## src/design/lmw_pkg.sv

```systemverilog
`default_nettype none

package lmw_pkg;

   // Field widths fixed by the interface of the block.
   localparam int IN_PIXEL_BITS  = 8;
   localparam int OUT_ROW_BITS   = 12;
   localparam int OUT_COL_BITS   = 12;
   localparam int RADIUS_BITS    = 2;
   localparam int SIZE_BITS      = 13;
   localparam int CSR_INDEX_BITS = 2;
   localparam int CSR_DATA_BITS  = 13;

   // Defaults for the top-level parameters.
   localparam int DEF_MAX_WIDTH  = 4096;
   localparam int DEF_MAX_HEIGHT = 4096;
   localparam int DEF_MAX_RADIUS = 3;
   localparam int DEF_PIXEL_BITS = 8;

   // Register values after reset.
   localparam logic [RADIUS_BITS-1:0] RESET_RADIUS = RADIUS_BITS'(1);
   localparam logic [SIZE_BITS-1:0]   RESET_WIDTH  = SIZE_BITS'(4096);
   localparam logic [SIZE_BITS-1:0]   RESET_HEIGHT = SIZE_BITS'(4096);

   typedef enum logic [CSR_INDEX_BITS-1:0] {
      CSR_WINDOW_RADIUS = 2'd0,
      CSR_IMAGE_WIDTH   = 2'd1,
      CSR_IMAGE_HEIGHT  = 2'd2
   } csr_index_type;

   // Per-item bookkeeping that travels with a pixel down the pipeline.
   typedef struct packed {
      logic                    emit;
      logic                    last;
      logic [OUT_ROW_BITS-1:0] center_row;
      logic [OUT_COL_BITS-1:0] center_col;
   } meta_type;

endpackage

`default_nettype wire

```

## src/design/lmw_window.sv

```systemverilog
`default_nettype none

module lmw_window #(
   parameter int LINES    = 2 * lmw_pkg::DEF_MAX_RADIUS,
   parameter int PB       = lmw_pkg::DEF_PIXEL_BITS,
   parameter int RAD_BITS = 2
) (
   input  wire logic                clock,
   input  wire logic                shift,
   input  wire logic [PB-1:0]       column [LINES+1],
   input  wire logic [RAD_BITS-1:0] rad,
   output      logic                is_max,
   output      logic [PB-1:0]       center_value
);

   localparam int SPAN = LINES + 1;
   localparam int IW   = $clog2(SPAN);

   logic [PB-1:0] window_ff [SPAN][SPAN];
   logic [IW-1:0] ctr;
   logic [IW-1:0] base;

   always_ff @(posedge clock) begin
      if (shift) begin
         for (int k = 0; k < SPAN; k++) begin
            for (int m = 0; m < SPAN - 1; m++) begin
               window_ff[k][m] <= window_ff[k][m+1];
            end
            window_ff[k][SPAN-1] <= column[k];
         end
      end
   end

   // The active square sits in the bottom-right corner of the window.
   always_comb begin
      ctr          = IW'(LINES) - IW'(rad);
      base         = IW'(LINES) - IW'({rad, 1'b0});
      center_value = window_ff[ctr][ctr];
      is_max       = 1'b1;
      for (int k = 0; k < SPAN; k++) begin
         for (int m = 0; m < SPAN; m++) begin
            if (IW'(k) >= base && IW'(m) >= base && !(IW'(k) == ctr && IW'(m) == ctr)
                && window_ff[k][m] >= center_value) begin
               is_max = 1'b0;
            end
         end
      end
   end

endmodule

`default_nettype wire

```

## config.mk

```make
export PLATFORM = sky130hd
export DESIGN_NAME = lmw_window
export DESIGN_NICKNAME = d
export VERILOG_FILES = /design/src/design/lmw_pkg.sv /design/src/design/lmw_window.sv
export SDC_FILE = /design/constraint.sdc
export NUM_CORES = 1
export LEC_CHECK = 0
export ABC_AREA = 1
export BUFFER_PORTS_ARGS = -buffer_cell sky130_fd_sc_hd__buf_2
export CAP_MARGIN = 40
export CORE_MARGIN = 1
export CORE_UTILIZATION = 40
export DETAILED_ROUTE_END_ITERATION = 8
export MAX_ROUTING_LAYER = met4
export PLACE_DENSITY = 0.55
export RECOVER_POWER = 100
export SETUP_SLACK_MARGIN = 0.2
export SYNTH_ARGS = -nofsm -noshare
export SYNTH_HDL_FRONTEND = slang
export SYNTH_SLANG_ARGS = --single-unit
```

## constraint.sdc

```tcl
create_clock -name clock -period 24.5 [get_ports clock]
set_input_delay 7.35 -clock clock [delete_from_list [all_inputs] [get_ports clock]]
set_output_delay 7.35 -clock clock [all_outputs]
set_load 0.05 [all_outputs]
```

Yosys cells after proc, flatten, opt, wreduce, memory -nomap -nowiden
Memories as Yosys holds them, arrays and structs flattened.
Index checks and enable logic that the tools add are counted.
- memories kept: 1
- bits of input ports: 60
- flip-flop bits (word level): 0
- RAM bits: 392
- equality and inequality tests: 6
- reductions and logical operators: 148
- bitwise gates (word level): 1
- multiplexer cells: 54
- add/subtract/negate cells: 2
- $lt $le $gt $ge: 57
- memory list (memory ; words ; bits a word ; rd ports ; clocked after Yosys merged registers in ; wr ports ; line ; text):
    window_ff ; 7 ; 56 ; 8 ; 0 ; 7 ; lmw_window.sv:19 ; logic [PB-1:0] window_ff [SPAN][SPAN];
- operators with widths (kind ; number):
    >= comparator 8 bit ; 49
    logical AND 1 bit ; 119
    two-way mux 1 bit ; 51
    zero test 1 bit ; 28
    binary-select mux 8 bit (select 3 bit) ; 1
    two-way mux 8 bit ; 2
    == test 3 bit, first input constant ; 3
    >= comparator 3 bit, first input constant ; 3
    == test 2 x 3 -> 1 bit, first input constant ; 2
    >= comparator 1 x 3 -> 1 bit, first input constant ; 2
    >= comparator 2 x 3 -> 1 bit, first input constant ; 2
    >= comparator 4 bit, second input constant ; 1
    NOT 3 -> 4 bit ; 1
    == test 1 x 3 -> 1 bit, first input constant ; 1
    zero test 3 bit ; 1
    subtractor 3 x 2 -> 3 bit, first input constant ; 1
    subtractor 3 bit, first input constant ; 1

Depth between registers and ports, before layout
- word-level depth: 56
- mapped depth: 30
- mapped depth without buffers: 27

Least setup slack after synthesis
No wires, ideal clock.
- path type: input port to output port
- start: in rad[0]
- end: out is_max
- path buffers: 4
- data arrival time: 13.544 ns
- stages on the path: 29
- data required time: 17.150 ns
- path slack: 3.606 ns
- cell sequence: buf_2 > inv_2 > clkbuf_1 > ha_1 > buf_2 > clkbuf_1 > a211oi_1 > nor3_1 > a21oi_1 > ha_1 > inv_1 > nand2_1 > nand2_1 > nand2_1 > nand2_1 > nand2_1 > nand2_1 > nand2_1 > nand2_1 > nand2_1 > nand2_1 > nand2_1 > nor2_1 > nand2_1 > nand2_1 > nand2_1 > nor2_1 > nand2_1 > nor2_2
- cells in the longest elaborated chain, start to end: 56
- elaborated cells on any way between the ends: 266
- ends and longest elaborated chain (element ; line ; text):
    start: declaration ; lmw_window.sv:11 ; input wire logic [RAD_BITS-1:0] rad,
    subtractor 3 x 2 -> 3 bit * ; lmw_window.sv:36 ; ctr = IW'(LINES) - IW'(rad);
    memory read (7 x 56 bit) or NOT 3 -> 4 bit (tied branches) ; n/a ;
    binary-select mux 8 bit (select 3 bit) * ; lmw_window.sv:38 ; center_value = window_ff[ctr][ctr];
    two-way mux 8 bit (not written as such) * (2 in a row) ; lmw_window.sv:38 ;
    net center_value[0] ; lmw_window.sv:13 ; output logic [PB-1:0] center_value
    >= comparator 8 bit ; lmw_window.sv:43 ; && window_ff[k][m] >= center_value) begin
    logical AND 1 bit ; lmw_window.sv:43 ;
    two-way mux 1 bit (48 in a row) ; lmw_window.sv:42 ; if (IW'(k) >= base && IW'(m) >= base && !(IW'(k) == ctr && IW'(m) == ctr)
    two-way mux 1 bit * ; lmw_window.sv:42 ;
    end: declaration ; lmw_window.sv:12 ; output logic is_max,
The timed path passes the listed nets; every way through them passes the cells marked *. The select of a mux whose other input is x is not followed.

Final worst setup path
- start: in rad[0]
- end: out is_max
- cells in the longest elaborated chain, start to end: 56
- elaborated cells on any way between the ends: 266
- ends and longest elaborated chain (element ; line):
    subtractor 3 x 2 -> 3 bit ; lmw_window.sv:36
    memory read (7 x 56 bit) or NOT 3 -> 4 bit (tied branches) ; n/a
    binary-select mux 8 bit (select 3 bit) ; lmw_window.sv:38
    two-way mux 8 bit (not written as such) (2 in a row) ; lmw_window.sv:38
    >= comparator 8 bit ; lmw_window.sv:43
    logical AND 1 bit ; lmw_window.sv:43
    two-way mux 1 bit (48 in a row) ; lmw_window.sv:42
    two-way mux 1 bit * ; lmw_window.sv:42
Mark *: on every way between the ends. The rest lies on a longest branch, timed or not. The select of a mux whose other input is x is not followed.

==> results.json <==
{
  "ys_warn_count": 0,
  "synth_flop_cell": "edfxtp_1",
  "io_pins": 69,
  "p_total_mw": 1.81,
  "hold_class": "reg -> reg",
  "critPathLaunchType": "primary input",
  "syn_to_final_growth_pct": 12.3,
  "syn-num-nets": 2312,
  "syn_avg_cell_area_um2": 11.5,
  "n_fill_cell": 4787,
  "overflow": 0,
  "cts_buffer_depth": 3,
  "cts_hold_buf": 0,
  "drive_gt1_share_pct": 10.2,
  "fin_cells": 2698,
  "reg2reg_to": "window_ff[2][42]",
  "r2r.worst_path.cells": 0,
  "drt_iter0_markers": 711,
  "p_per_area_nw_per_um2": 75.5,
  "fin_crit_ns": 21.90,
  "critPathRequiredTime_ns": 17.15,
  "track_usage_pct": 17.8,
  "rows": 84,
  "final_common_cell": "nand2_1",
  "tightestPinTransition_ns": 6.74,
  "grt_start_max_net_pins": 123,
  "postCtsResizedCells": 0,
  "ant_nets": 0,
  "grt_pass1_wl_um": 72300,
  "p_leak_nw": 10.7,
  "reg_top3": "window_ff: 392 flops",
  "vdd_ir_drop_max_uv": 62.9,
  "largest_reg_flops": 392,
  "ys_seq_area_share_pct": 55.1,
  "hold_end": "window_ff[6][48]",
  "multi_input_area_um2": 8590,
  "violations": "capacitance limit, slew limit",
  "drv_cap": 8,
  "register_area_um2": 11800,
  "finalMaxSlewViolations": 444,
  "period_share_pct": 89.4,
  "worstPathArrival_ns": 14.55,
  "r2r_setup_slack_ns": 23.70,
  "synthArstFlopShare_pct": 0,
  "routed_wl_um": 45100,
  "layout_common_cells": "nand2_1 (417), ha_1 (398), edfxtp_1 (392), inv_1 (197), a21oi_1 (127)",
  "root_buffer": "clkbuf_16",
  "via_per_inst": 4.97,
  "hold_violations": 0,
  "insertion_delay_ns": 0.58,
  "finalSetupViolCount": 0,
  "cts_buffers": 45,
  "hold-path-cell-count": 0,
  "top_register": "window_ff",
  "setup_ws_ns": 2.60,
  "final_core_util_pct": 45.6,
  "min-delay-start": "window_ff[6][40]",
  "ys_seq_elements": 392,
  "antenna_found_initial": 0,
  "syn_inst": 1854,
  "numClockSinks": 392,
  "core_um2": 52700,
  "worst-setup-path-type": "in -> out",
  "fin_skew_ns": 0.0147,
  "place.gp.congestion": 0.857,
  "postCtsSetupRepairBufs": 0,
  "crit-reg2reg-launch": "window_ff[2][34]",
  "synth_edf_count": 392,
  "slew-limit-headroom_pct": -349,
  "place_inst": 2617,
  "clk_pin_slew_ns": 0.05,
  "final_net_count": 2434,
  "setup_tns_ns": 0,
  "port_buffers": 68,
  "max_freq_mhz": 45.7,
  "yosysUniqueCellTypes": 38,
  "hpwlAfterDp_um": 30900,
  "dieArea_um2": 54400,
  "htree_levels": 2,
  "placed_area_um2": 22700,
  "grt_pass1_vias": 13710,
  "worstSetupEndpointType": "output pin",
  "dr_total_vias": 13415,
  "outcome": "finished with violations",
  "tritoncts": "yes",
  "rsz0062_at_grt": "no",
  "syn-cell-area_um2": 21400,
  "drc": 0,
  "start_util_pct": 40.6,
  "chipHeight_um": 233,
  "design_area_um2": 24000,
  "hold_ws_ns": 0.444,
  "dp_slack_ns": 3.85,
  "wl_per_cell_um": 16.7,
  "first_pass_iters": 5,
  "crit_fanout": 33,
  "chipWidth_um": 233
}
-- cells by family after synthesis --
| logic type | synth area share [%] |
|---|---|
| buffers and inverters | 4.80 |
| AO/OA/AOI/OAI | 6.43 |
| flip-flops | 55.1 |
| adder cells (fa/ha/maj) | 23.3 |
| AND/OR/NAND/NOR | 10.4 |
-- layout make-up --
cell class	instances	share of cell area, %
diodes	1	0.0104
clock buffers	57	4.88
clock inverters	23	0.761
inverters	260	4.07
multi-input cells	1192	35.8
flip-flops and latches	392	49.1
well taps	688	3.59
repair buffers	85	1.84
-- routing by layer --
| metal | track usage, % | vias up | wire (um) | part of all wire [%] |
|---|---|---|---|---|
| li1 | - | 6797 | - | - |
| met1 | 21.5 | 6356 | 20300 | 45 |
| met4 | 5.49 | 0 | 1110 | 2.5 |
| met2 | 30.5 | 182 | 22100 | 49 |
| met3 | 2.54 | 80 | 1530 | 3.4 |
| met5 | - | - | 0 | 0 |
-- report_power, final --
part           total (mW)  internal [mW]  switching (mW)  leakage [nW]
logic               0.361          0.132           0.229          6.21
clock network       0.634          0.368           0.266         0.662
registers           0.818          0.792          0.0261          3.84
total                1.81           1.29           0.521          10.7
-- cell usage after synthesis, types with 2 or more instances --
cell type / count / area [um^2]
a22oi_1: 4 / 30.0
nand3_1: 11 / 55.1
nand4_1: 29 / 181
a21oi_1: 127 / 636
buf_2: 4 / 20.0
o32ai_1: 4 / 35.0
a211o_1: 3 / 26.3
o221ai_1: 2 / 17.5
nand2_1: 417 / 1570
buf_4: 2 / 15.0
nor3_1: 3 / 15.0
inv_2: 61 / 229
nor2_1: 79 / 297
a22o_1: 4 / 35.0
o22ai_1: 6 / 37.5
nor2_4: 2 / 22.5
inv_1: 198 / 743
nor2_2: 3 / 18.8
edfxtp_1: 392 / 11800
o21ai_1: 42 / 210
or3_1: 2 / 12.5
o21ai_0: 20 / 100
ha_1: 398 / 4980
o2111ai_1: 21 / 184
a21boi_1: 3 / 22.5
nor3_2: 2 / 20.0
clkbuf_1: 4 / 15.0
-- worst max path at each step --
stage	start	to	slack (ns)
6_report	rad[0]	is_max	2.60
4_1_cts	rad[0]	is_max	3.82
3_3_place_gp	rad[0]	is_max	3.97
2_1_floorplan	rad[0]	is_max	3.61
3_5_place_dp	rad[0]	is_max	3.85
5_1_grt	rad[0]	is_max	1.88
-- critical path, cell delays in order --
cell and delay, ns:
clkbuf_1 0.60, inv_1 0.54, ha_1 0.90, inv_1 0.36, nor2_1 0.19, inv_2 0.10, o21ai_1 0.14, inv_1 0.08
a22oi_2 0.19, clkbuf_1 1.77, ha_1 0.49, nand2_1 0.07, nor2_1 0.05, nand4_1 0.07, o2111ai_1 0.14, o21ai_0 0.46
nand3_1 0.27, nor2_4 0.22, nand3_2 0.09, nor2_2 0.16, buf_2 0.29
Note: power is estimated with default switching activity, not from simulation.
