File: src/design/lmw_pkg.sv
`default_nettype none

package lmw_pkg;

   // Field widths fixed by the interface of the block.
   localparam int IN_PIXEL_BITS  = 8;
   localparam int OUT_ROW_BITS   = 12;
   localparam int OUT_COL_BITS   = 12;
   localparam int RADIUS_BITS    = 2;
   localparam int SIZE_BITS      = 13;
   localparam int CSR_INDEX_BITS = 2;
   localparam int CSR_DATA_BITS  = 13;

   // Defaults for the top-level parameters.
   localparam int DEF_MAX_WIDTH  = 4096;
   localparam int DEF_MAX_HEIGHT = 4096;
   localparam int DEF_MAX_RADIUS = 3;
   localparam int DEF_PIXEL_BITS = 8;

   // Register values after reset.
   localparam logic [RADIUS_BITS-1:0] RESET_RADIUS = RADIUS_BITS'(1);
   localparam logic [SIZE_BITS-1:0]   RESET_WIDTH  = SIZE_BITS'(4096);
   localparam logic [SIZE_BITS-1:0]   RESET_HEIGHT = SIZE_BITS'(4096);

   typedef enum logic [CSR_INDEX_BITS-1:0] {
      CSR_WINDOW_RADIUS = 2'd0,
      CSR_IMAGE_WIDTH   = 2'd1,
      CSR_IMAGE_HEIGHT  = 2'd2
   } csr_index_type;

   // Per-item bookkeeping that travels with a pixel down the pipeline.
   typedef struct packed {
      logic                    emit;
      logic                    last;
      logic [OUT_ROW_BITS-1:0] center_row;
      logic [OUT_COL_BITS-1:0] center_col;
   } meta_type;

endpackage

`default_nettype wire

File: src/design/lmw_position.sv
`default_nettype none

module lmw_position #(
   parameter int MAX_WIDTH  = lmw_pkg::DEF_MAX_WIDTH,
   parameter int MAX_HEIGHT = lmw_pkg::DEF_MAX_HEIGHT,
   parameter int LINES      = 2 * lmw_pkg::DEF_MAX_RADIUS,
   parameter int RAD_BITS   = 2
) (
   input  wire logic                             clock,
   input  wire logic                             reset,
   input  wire logic                             advance,
   input  wire logic                             frame_start,
   input  wire logic [lmw_pkg::SIZE_BITS-1:0]   image_width,
   input  wire logic [lmw_pkg::SIZE_BITS-1:0]   image_height,
   input  wire logic [RAD_BITS-1:0]             rad,
   output      logic [$clog2(MAX_WIDTH)-1:0]    col_addr,
   output      logic [$clog2(LINES)-1:0]        slot,
   output      lmw_pkg::meta_type               meta
);

   localparam int COL_BITS  = $clog2(MAX_WIDTH);
   localparam int ROW_BITS  = $clog2(MAX_HEIGHT);
   localparam int SLOT_BITS = $clog2(LINES);
   localparam int CMPW = ((COL_BITS + 1) > lmw_pkg::SIZE_BITS) ? COL_BITS + 1
                                                                : lmw_pkg::SIZE_BITS;
   localparam int CMPH = ((ROW_BITS + 1) > lmw_pkg::SIZE_BITS) ? ROW_BITS + 1
                                                                : lmw_pkg::SIZE_BITS;

   logic [COL_BITS-1:0]  col_ff, col_in, c0, ccol;
   logic [ROW_BITS-1:0]  row_ff, row_in, r0, crow;
   logic [SLOT_BITS-1:0] slot_ff, slot_in, s0;
   logic [CMPW-1:0]      w_eff, c_next;
   logic [CMPH-1:0]      h_eff, r_next;
   logic [RAD_BITS:0]    two_rad;

   always_comb begin
      if (image_width == '0) begin
         w_eff = CMPW'(1);
      end else if (CMPW'(image_width) > CMPW'(MAX_WIDTH)) begin
         w_eff = CMPW'(MAX_WIDTH);
      end else begin
         w_eff = CMPW'(image_width);
      end
      if (image_height == '0) begin
         h_eff = CMPH'(1);
      end else if (CMPH'(image_height) > CMPH'(MAX_HEIGHT)) begin
         h_eff = CMPH'(MAX_HEIGHT);
      end else begin
         h_eff = CMPH'(image_height);
      end

      // A frame start mark puts this pixel at the origin.
      r0 = frame_start ? '0 : row_ff;
      c0 = frame_start ? '0 : col_ff;
      s0 = frame_start ? '0 : slot_ff;

      two_rad = {rad, 1'b0};
      crow    = r0 - ROW_BITS'(rad);
      ccol    = c0 - COL_BITS'(rad);

      meta.emit = (32'(r0) >= 32'(two_rad)) && (32'(c0) >= 32'(two_rad));
      meta.last = (CMPH'(r0) == h_eff - CMPH'(1)) && (CMPW'(c0) == w_eff - CMPW'(1));
      meta.center_row = lmw_pkg::OUT_ROW_BITS'(crow);
      meta.center_col = lmw_pkg::OUT_COL_BITS'(ccol);

      c_next = CMPW'(c0) + CMPW'(1);
      r_next = CMPH'(r0) + CMPH'(1);
      if (c_next >= w_eff) begin
         col_in = '0;
         if (r_next >= h_eff) begin
            row_in  = '0;
            slot_in = '0;
         end else begin
            row_in  = r_next[ROW_BITS-1:0];
            slot_in = (s0 == SLOT_BITS'(LINES - 1)) ? '0 : s0 + SLOT_BITS'(1);
         end
      end else begin
         col_in  = c_next[COL_BITS-1:0];
         row_in  = r0;
         slot_in = s0;
      end
   end

   always_ff @(posedge clock) begin
      if (reset) begin
         col_ff  <= '0;
         row_ff  <= '0;
         slot_ff <= '0;
      end else if (advance) begin
         col_ff  <= col_in;
         row_ff  <= row_in;
         slot_ff <= slot_in;
      end
   end

   assign col_addr = c0;
   assign slot     = s0;

endmodule

`default_nettype wire

File: config.mk
export PLATFORM = sky130hd
export DESIGN_NAME = lmw_position
export DESIGN_NICKNAME = d
export VERILOG_FILES = /design/src/design/lmw_pkg.sv /design/src/design/lmw_position.sv
export SDC_FILE = /design/constraint.sdc
export NUM_CORES = 1
export LEC_CHECK = 0
export BUFFER_PORTS_ARGS = -buffer_cell sky130_fd_sc_hd__buf_2
export CAP_MARGIN = 15
export CORE_MARGIN = 3
export CORE_UTILIZATION = 58
export DETAILED_ROUTE_END_ITERATION = 8
export PLACE_DENSITY = 0.83
export SLEW_MARGIN = 25
export SYNTH_ARGS = -nofsm -noshare
export SYNTH_HDL_FRONTEND = slang
export SYNTH_SLANG_ARGS = --single-unit
File: constraint.sdc
create_clock -name clock -period 5.5 [get_ports clock]
set_clock_uncertainty 0.15 [all_clocks]
set_input_delay 0.825 -clock clock [delete_from_list [all_inputs] [get_ports clock]]
set_output_delay 0.825 -clock clock [all_outputs]
set_load 0.05 [all_outputs]
### Word-level counts from Yosys, hierarchy flattened

Cells that the tools add are included.

* bits in registers: 27
* latch bits: 0
* memory bits (writable): 0
* ROM bits: 0
* input bits: 32
* output and inout bits: 41
* memories kept: 0

* $add $sub $neg: 7
* multiply operators: 0
* div/mod/pow operators: 0
* $lt $le $gt $ge: 6
* eq/ne operators: 3
* shifts and indexed selects: 0
* multiplexer cells: 13
* bitwise logic cells: 0
* reduce and logical (&&, ||, !) cells: 4

Operator list (number)
* $mux 12: 5
* $mux 13: 4
* $add 12x1->13 const B: 2
* $eq 12x13->1: 2
* $ge 13x13->1: 2
* $gt 13x13->1 const B: 2
* $logic_not 13->1: 2
* $sub 13x1->13 const B: 2
* $ge 12x3->1: 2
* $sub 12x2->12: 2
* $mux 3: 4
* $add 3x1->3 const B: 1
* $eq 3x3->1 const B: 1
* $logic_and 1x1->1: 2

### Depth between registers and ports, before layout

Gate-level depths: netlist of run 1.

* depth after elaboration: 6
* depth in mapped cells: 19
* depth with buffers taken out: 15

### Least setup slack after synthesis of run 1

No wires, ideal clock.

* path kind: input to output
* start: input port image_width[4] in the netlist's numbering
* end: output port meta[24] in the netlist's numbering
* arrival time: 4.385 ns
* slack: 0.140 ns
* cell stages on the path: 13
* buffers on the path: 2
* path through: buf_6 > or4_4 > nor3_2 > a21oi_1 > or2_2 > ha_1 > clkbuf_1 > nand3_1 > nor2_1 > nor3_1 > xor2_1 > or4_1 > nor4_2

RTL lines
* start, declared: line lmw_position.sv:13 `input wire logic [lmw_pkg::SIZE_BITS-1:0] image_width,`
* end, declared: line lmw_position.sv:18 `output lmw_pkg::meta_type meta`

==> impl_metrics.csv, run 1 <==
group,metric,value,unit
run,max-cap-violations,0,
clocking,clk_pin_slew,0.09,ns
global_route,first_global_vias,4161,
pwr,power.leakage,0.00198,uW
worst_setup_path,cpPeakStageDelay,0.58,ns
routing,route.top_layer_used,"met4",
run_status,outcome,"finished clean",
floorplan,die_w,89.1,um
logic_synthesis,synth_edf_count,0,
routing,drc,0,
clocking,ctsHoldBuffers,0,
cells_and_area,final_layout_size_suffix_gt1_frac,0.160,
worst_hold_path,min_delay_path_depth,2,
worst_setup_path,crit_type,"in -> out",
placed_design,hpwl,9470,um
routing,dr.pass1.iters,5,
clocking,htree_levels,1,
logic_synthesis,ys.flop_type,"dfxtp_1",
pwr,seq_power_share,0.365,
worst_setup_path,path_max_fanout,5,
clocking,post-cts-setup-buffers,0,
worst_setup_path,arrival,4.03,ns
timing,tns,0,ns
cells_and_area,diodes,0,
pwr,p_clk_frac,0.214,
floorplan,initial_core_util,0.614,
worst_setup_path,cp-end-kind,"output pin",
worst_setup_path,startpoint_type,"input pin",
global_route,grt-ovfl-total,0,
global_route,grt_start_max_net_pins,34,
logic_synthesis,avgSynthCellArea,7.06,um2
clocking,cts_tree,"done",
global_route,grt_use_total,0.303,
worst_setup_path,crit_chain,"buf_2, or4_1, nor3_2, a21oi_1, or2_2, ha_1, nor4bb_1, a31oi_1, o21ai_0, nand3_1, nor4_1, nand4_1, nor4_2, buf_2",
routing,wl_met2,5820,um
floorplan,io_pins,73,
pwr,comb_power_share,0.421,
cells_and_area,ff_latch_area,541,um2
worst_setup_path,r2r_setup_slack,1.22,ns
logic_synthesis,synth-async-reset-ratio,0,
worst_setup_path,path_common_cell,"buf_2",
worst_setup_path,slowest_stage,"or4_1",
timing,report.final.slew_viol_count,0,
global_route,grt_pass1_wl,19600,um
timing,finalCritPeriodShare,0.910,
timing,fin_crit,5.00,ns
timing,hold_violations,0,
cells_and_area,multi_input_area,0.00324,mm2
cells_and_area,layout-area-overhead-vs-synth,10.8,%
timing,worst_slew_pin_slew,0.707,ns
logic_synthesis,ys_warn_count,0,
cells_and_area,final_cell_mix,"buf_2, nand2_1, nor2_1",
pwr,p_int,321,uW
routing,met1_length,4940,um
routing,wl_per_cell,17.0,um
timing,setup_violations,0,
floorplan,core,0.00653,mm2
placed_design,io_buffers,72,
floorplan,die_h,89.1,um
timing,relSlewSlack,0.523,
logic_synthesis,synth-seq-cells,27,
pwr,swShare,0.413,
worst_setup_path,rr_worst_depth,16,
logic_synthesis,synth_nets,640,
worst_setup_path,cp.required,4.53,ns
clocking,cts_root_buf,"clkbuf_8",
cells_and_area,num-nets-final,693,
timing,max_freq,200,MHz
timing,rsz0062_at_grt,"no",
clocking,clk_latency,0.28,ns
global_route,antenna_found_initial,0,
cells_and_area,final_util,0.680,
routing,ant_nets,0,
routing,drt_wl_total,11800,um
routing,route.met3.wl,720,um
pwr,power_density,123,mW/mm2
clocking,clockBufferDepth,2,
pwr,ir_drop,0.110,mV
routing,drt_iter0_markers,309,
placed_design,gp_congestion,0.930,
floorplan,die_area,0.00794,mm2
routing,vias,4411,
pwr,p_sw,225,uW
floorplan,row_count,29,
logic_synthesis,syn_area,0.00401,mm2
cells_and_area,fillers,579,
logic_synthesis,synth_cells,568,
logic_synthesis,seq_area_frac_synth,0.135,
logic_synthesis,synth.distinct_cells,66,
clocking,cts_sinks,27,
cells_and_area,final_common_cell,"buf_2",
routing,vias_per_cell,6.33,
worst_hold_path,hold_class,"reg -> reg",
clocking,cts_buffers,3,
clocking,cts_resized,0,
[cell families (layout without fill, tap and decap cells)]
family / Yosys count / in the layout / share of synthesized area
AO/OA/AOI/OAI: 121 / 121 / 0.214
XOR/XNOR: 49 / 49 / 0.107
adder cells (fa/ha/maj): 40 / 40 / 0.129
buffers and inverters: 59 / 111 / 0.0578
flip-flops: 27 / 27 / 0.135
multiplexers: 1 / 1 / 0.00250
AND/OR/NAND/NOR: 271 / 271 / 0.356
[flip-flops by register name, summed over array words and instances, names as in the netlist]
signal and flops:
col_ff 12, row_ff 12, slot_ff 3
[power groups by stage]
| stage | clock, uW | combinational (uW) | sequential [uW] |
|---|---|---|---|
| CTS | 117 | 228 | 199 |
| global placement | 0 | 222 | 204 |
| global route | 125 | 249 | 199 |
| floorplan | 0 | 166 | 203 |
| detailed placement | 0 | 226 | 204 |
| finish | 117 | 230 | 199 |
[path summary, 6_finish.rpt]
kind                                 from                       to
setup / recovery           image_width[8]                 meta[24]
hold / removal    col_ff[10]$_SDFFE_PP0P_  col_ff[10]$_SDFFE_PP0P_
setup reg to reg   col_ff[1]$_SDFFE_PP0P_   row_ff[2]$_SDFFE_PP0P_
hold reg to reg   col_ff[10]$_SDFFE_PP0P_  col_ff[10]$_SDFFE_PP0P_
[metrics by stage]
stage / instances / area [um2] / setup slack (ns) / hold slack [ns] / total power (uW)
after global placement: 693 / 4390 / 0.590 / 0.312 / 426
final: 697 / 4440 / 0.497 / 0.336 / 546
after global routing: 697 / 4440 / 0.231 / 0.362 / 574
after CTS: 697 / 4440 / 0.496 / 0.335 / 544
after floorplan: 568 / 4010 / 0.140 / 0.300 / 369
after detailed placement: 693 / 4390 / 0.508 / 0.322 / 430
[layer usage]
metal	track usage	vias to the layer above
met3	0.0341	30
li1	-	2163
met2	0.541	161
met4	0.0866	0
met5	0	-
met1	0.381	2057
[synthesized netlist by cell type (all sizes together) (3+ instances only)]
cell type	instances	share of area
a2111oi	7	0.015
a211oi	5	0.0094
a21o	10	0.019
a21oi	26	0.032
a22o	11	0.024
a31oi	4	0.0062
and3	6	0.0094
buf	8	0.010
clkbuf	24	0.022
dfxtp	27	0.13
ha	38	0.12
inv	26	0.024
nand2	68	0.064
nand2b	23	0.036
nand3	32	0.041
nand3b	4	0.0075
nand4	3	0.0047
nand4b	3	0.0066
nor2	51	0.048
nor2b	20	0.031
nor3	20	0.026
nor4	12	0.026
nor4bb	3	0.0075
o211ai	6	0.011
o21ai	17	0.021
o21bai	3	0.0056
o311ai	3	0.0066
o31ai	6	0.011
or2	4	0.0062
or3	6	0.0094
or4	9	0.019
xnor2	29	0.063
xor2	20	0.044
[area by class of cell]
class	count	share of cell area
tap	77	0.0217
multi-input combinational	482	0.729
sequential	27	0.122
inverter	27	0.0228
clock buffer	3	0.00930
timing repair buffer	80	0.0947
clock inverter	1	0.00113
[worst max-delay path: cells and delay by family]
family / cells / cell delay, ns
adders and majority gates: 1 / 0.32
and+or+nand+nor: 8 / 2.10
buffers and inverters: 2 / 0.43
AOI/OAI and AO/OA: 3 / 0.33
Power figures use the tool's default switching activity.
==> run 2, diff against run 1 <==
- CORE_UTILIZATION: 58 -> 30
- MAX_ROUTING_LAYER: unset -> met4
- PLACE_DENSITY: 0.83 -> 0.48
==> run 2 against run 1 <==
Effect of this change:
- count of clock-buffer cells in the layout unchanged
- largest cell class unchanged
- largest power group unchanged
- routed wire length is 13% higher
- critical path type unchanged
- first-iteration DRC count fell by 16%
- die area grew 86%
- design area rose by 4.2%
- flip-flop and latch count stayed put
- non-clock buffer count rose by 3
- fmax shrank 1.4%
- via count decreased by 3.0%
- power increased by 12%
- final cell count up 14%
==> impl_metrics.csv, run 2 (same netlist as run 1, synthesis figures left out) <==
group,metric,value,unit
worst_setup_path,path_common_cell,"buf_2",
timing,tns,0,ns
routing,drt_wl_total,13400,um
pwr,ir_drop,0.104,mV
worst_setup_path,crit_chain,"buf_2, or4_1, nor3_2, a21oi_1, or2_2, ha_1, nor4bb_1, a31oi_1, o21ai_0, nand3_1, nor4_1, nand4_1, nor4_2, buf_2",
pwr,finalPower,609,uW
routing,vias_per_cell,5.38,
timing,worst_slew_pin_slew,0.740,ns
cells_and_area,final_cell_mix,"buf_2, nand2_1, nor2_1",
run,max-cap-violations,0,
worst_setup_path,cp-end-kind,"output pin",
clocking,cts_tree,"done",
worst_setup_path,path_max_fanout,5,
global_route,antenna_found_initial,0,
placed_design,io_buffers,72,
routing,drt_iter0_markers,259,
clocking,clockBufferDepth,2,
floorplan,die_area,0.0148,mm2
floorplan,initial_core_util,0.312,
placed_design,hpwl,10900,um
worst_setup_path,cpPeakStageDelay,0.59,ns
clocking,cts_sinks,27,
timing,report.final.slew_viol_count,0,
cells_and_area,diodes,0,
cells_and_area,final_cell_area,0.00463,mm2
floorplan,io_pins,73,
floorplan,core,0.0128,mm2
clocking,clk_pin_slew,0.07,ns
routing,drc,0,
timing,hold_violations,0,
timing,max_freq,197,MHz
run_status,outcome,"finished clean",
timing,rsz0062_at_grt,"no",
clocking,cts_buffers,3,
pwr,power_density,132,mW/mm2
clocking,post-cts-setup-buffers,0,
worst_setup_path,cp.required,4.53,ns
global_route,first_global_vias,4133,
timing,fin_hold_ws,0.332,ns
clocking,cts_root_buf,"clkbuf_16",
clocking,cts_resized,0,
cells_and_area,final_layout_size_suffix_gt1_frac,0.164,
cells_and_area,layout-area-overhead-vs-synth,15.5,%
timing,fin_crit,5.07,ns
routing,ant_nets,0,
global_route,grt-ovfl-total,0,
pwr,power.leakage,0.00201,uW
routing,dr.pass1.iters,5,
worst_setup_path,crit_type,"in -> out",
floorplan,row_count,41,
timing,relSlewSlack,0.504,
clocking,clk_latency,0.27,ns
placed_design,gp_congestion,0.881,
clocking,htree_levels,1,
worst_hold_path,hold_class,"reg -> reg",
clocking,ctsHoldBuffers,0,
routing,vias,4279,
floorplan,die_h,122,um
global_route,grt_use_total,0.184,
cells_and_area,fillers,1444,
worst_setup_path,slowest_stage,"or4_1",
cells_and_area,final_common_cell,"buf_2",
placed_design,placedInstanceArea,0.00455,mm2
timing,finalCritPeriodShare,0.922,
worst_setup_path,arrival,4.10,ns
cells_and_area,top_regs,"col_ff x12, row_ff x12, slot_ff x3",
global_route,grt_pass1_wl,21800,um
global_route,grt_start_max_net_pins,39,
routing,wl_per_cell,16.9,um
floorplan,die_w,122,um
timing,setup_violations,0,
worst_setup_path,startpoint_type,"input pin",
cells_and_area,num-nets-final,696,
-- run 2: layout make-up --
cell class / count / area, um2 / share of cell area
tap: 172 / 215 / 0.0465
timing repair buffer: 83 / 455 / 0.0984
multi-input combinational: 482 / 3240 / 0.699
inverter: 27 / 101 / 0.0219
sequential: 27 / 541 / 0.117
clock buffer: 3 / 75.1 / 0.0162
clock inverter: 1 / 5.00 / 0.00108
-- run 2: worst paths after layout --
check / startpoint / endpoint / slack, ns / cells past startpoint
worst max-delay path: image_width[8] / meta[24] / 0.43 / 14
worst min-delay path: col_ff[10]$_SDFFE_PP0P_ / col_ff[10]$_SDFFE_PP0P_ / 0.33 / 2
worst max register to register: row_ff[1]$_SDFFE_PP0P_ / slot_ff[1]$_SDFFE_PP0P_ / 1.28 / 13
worst min register to register: col_ff[10]$_SDFFE_PP0P_ / col_ff[10]$_SDFFE_PP0P_ / 0.33 / 2
-- run 2: report_power, final --
group / switching, uW / leakage [uW] / internal (uW)
combinational: 160 / 0.00175 / 74.0
clock: 77.9 / 0.0000409 / 98.6
sequential: 2.40 / 0.000218 / 197
-- run 2: per-layer routing --
metal | wire, um | vias to the layer above | track usage
li1 | - | 2163 | -
met1 | 6090 | 1992 | 0.245
met2 | 6480 | 116 | 0.305
met3 | 731 | 8 | 0.0283
met4 | 107 | 0 | 0.0238
met5 | 0 | - | -
-- run 2: worst max-delay path: cells and delay by family --
family                     cells  cell delay [ns]
buffers and inverters          2             0.43
adders and majority gates      1             0.32
AOI/OAI and AO/OA              3             0.32
and+or+nand+nor                8             2.20
-- run 2: through the flow --
| stage | setup slack [ns] | utilization | cells |
|---|---|---|---|
| floorplan | 0.140 | - | 568 |
| global placement | 0.545 | 0.355 | 791 |
| detailed placement | 0.421 | 0.355 | 791 |
| CTS | 0.412 | 0.361 | 795 |
| global route | 0.135 | 0.361 | 795 |
| finish | 0.428 | 0.361 | 795 |
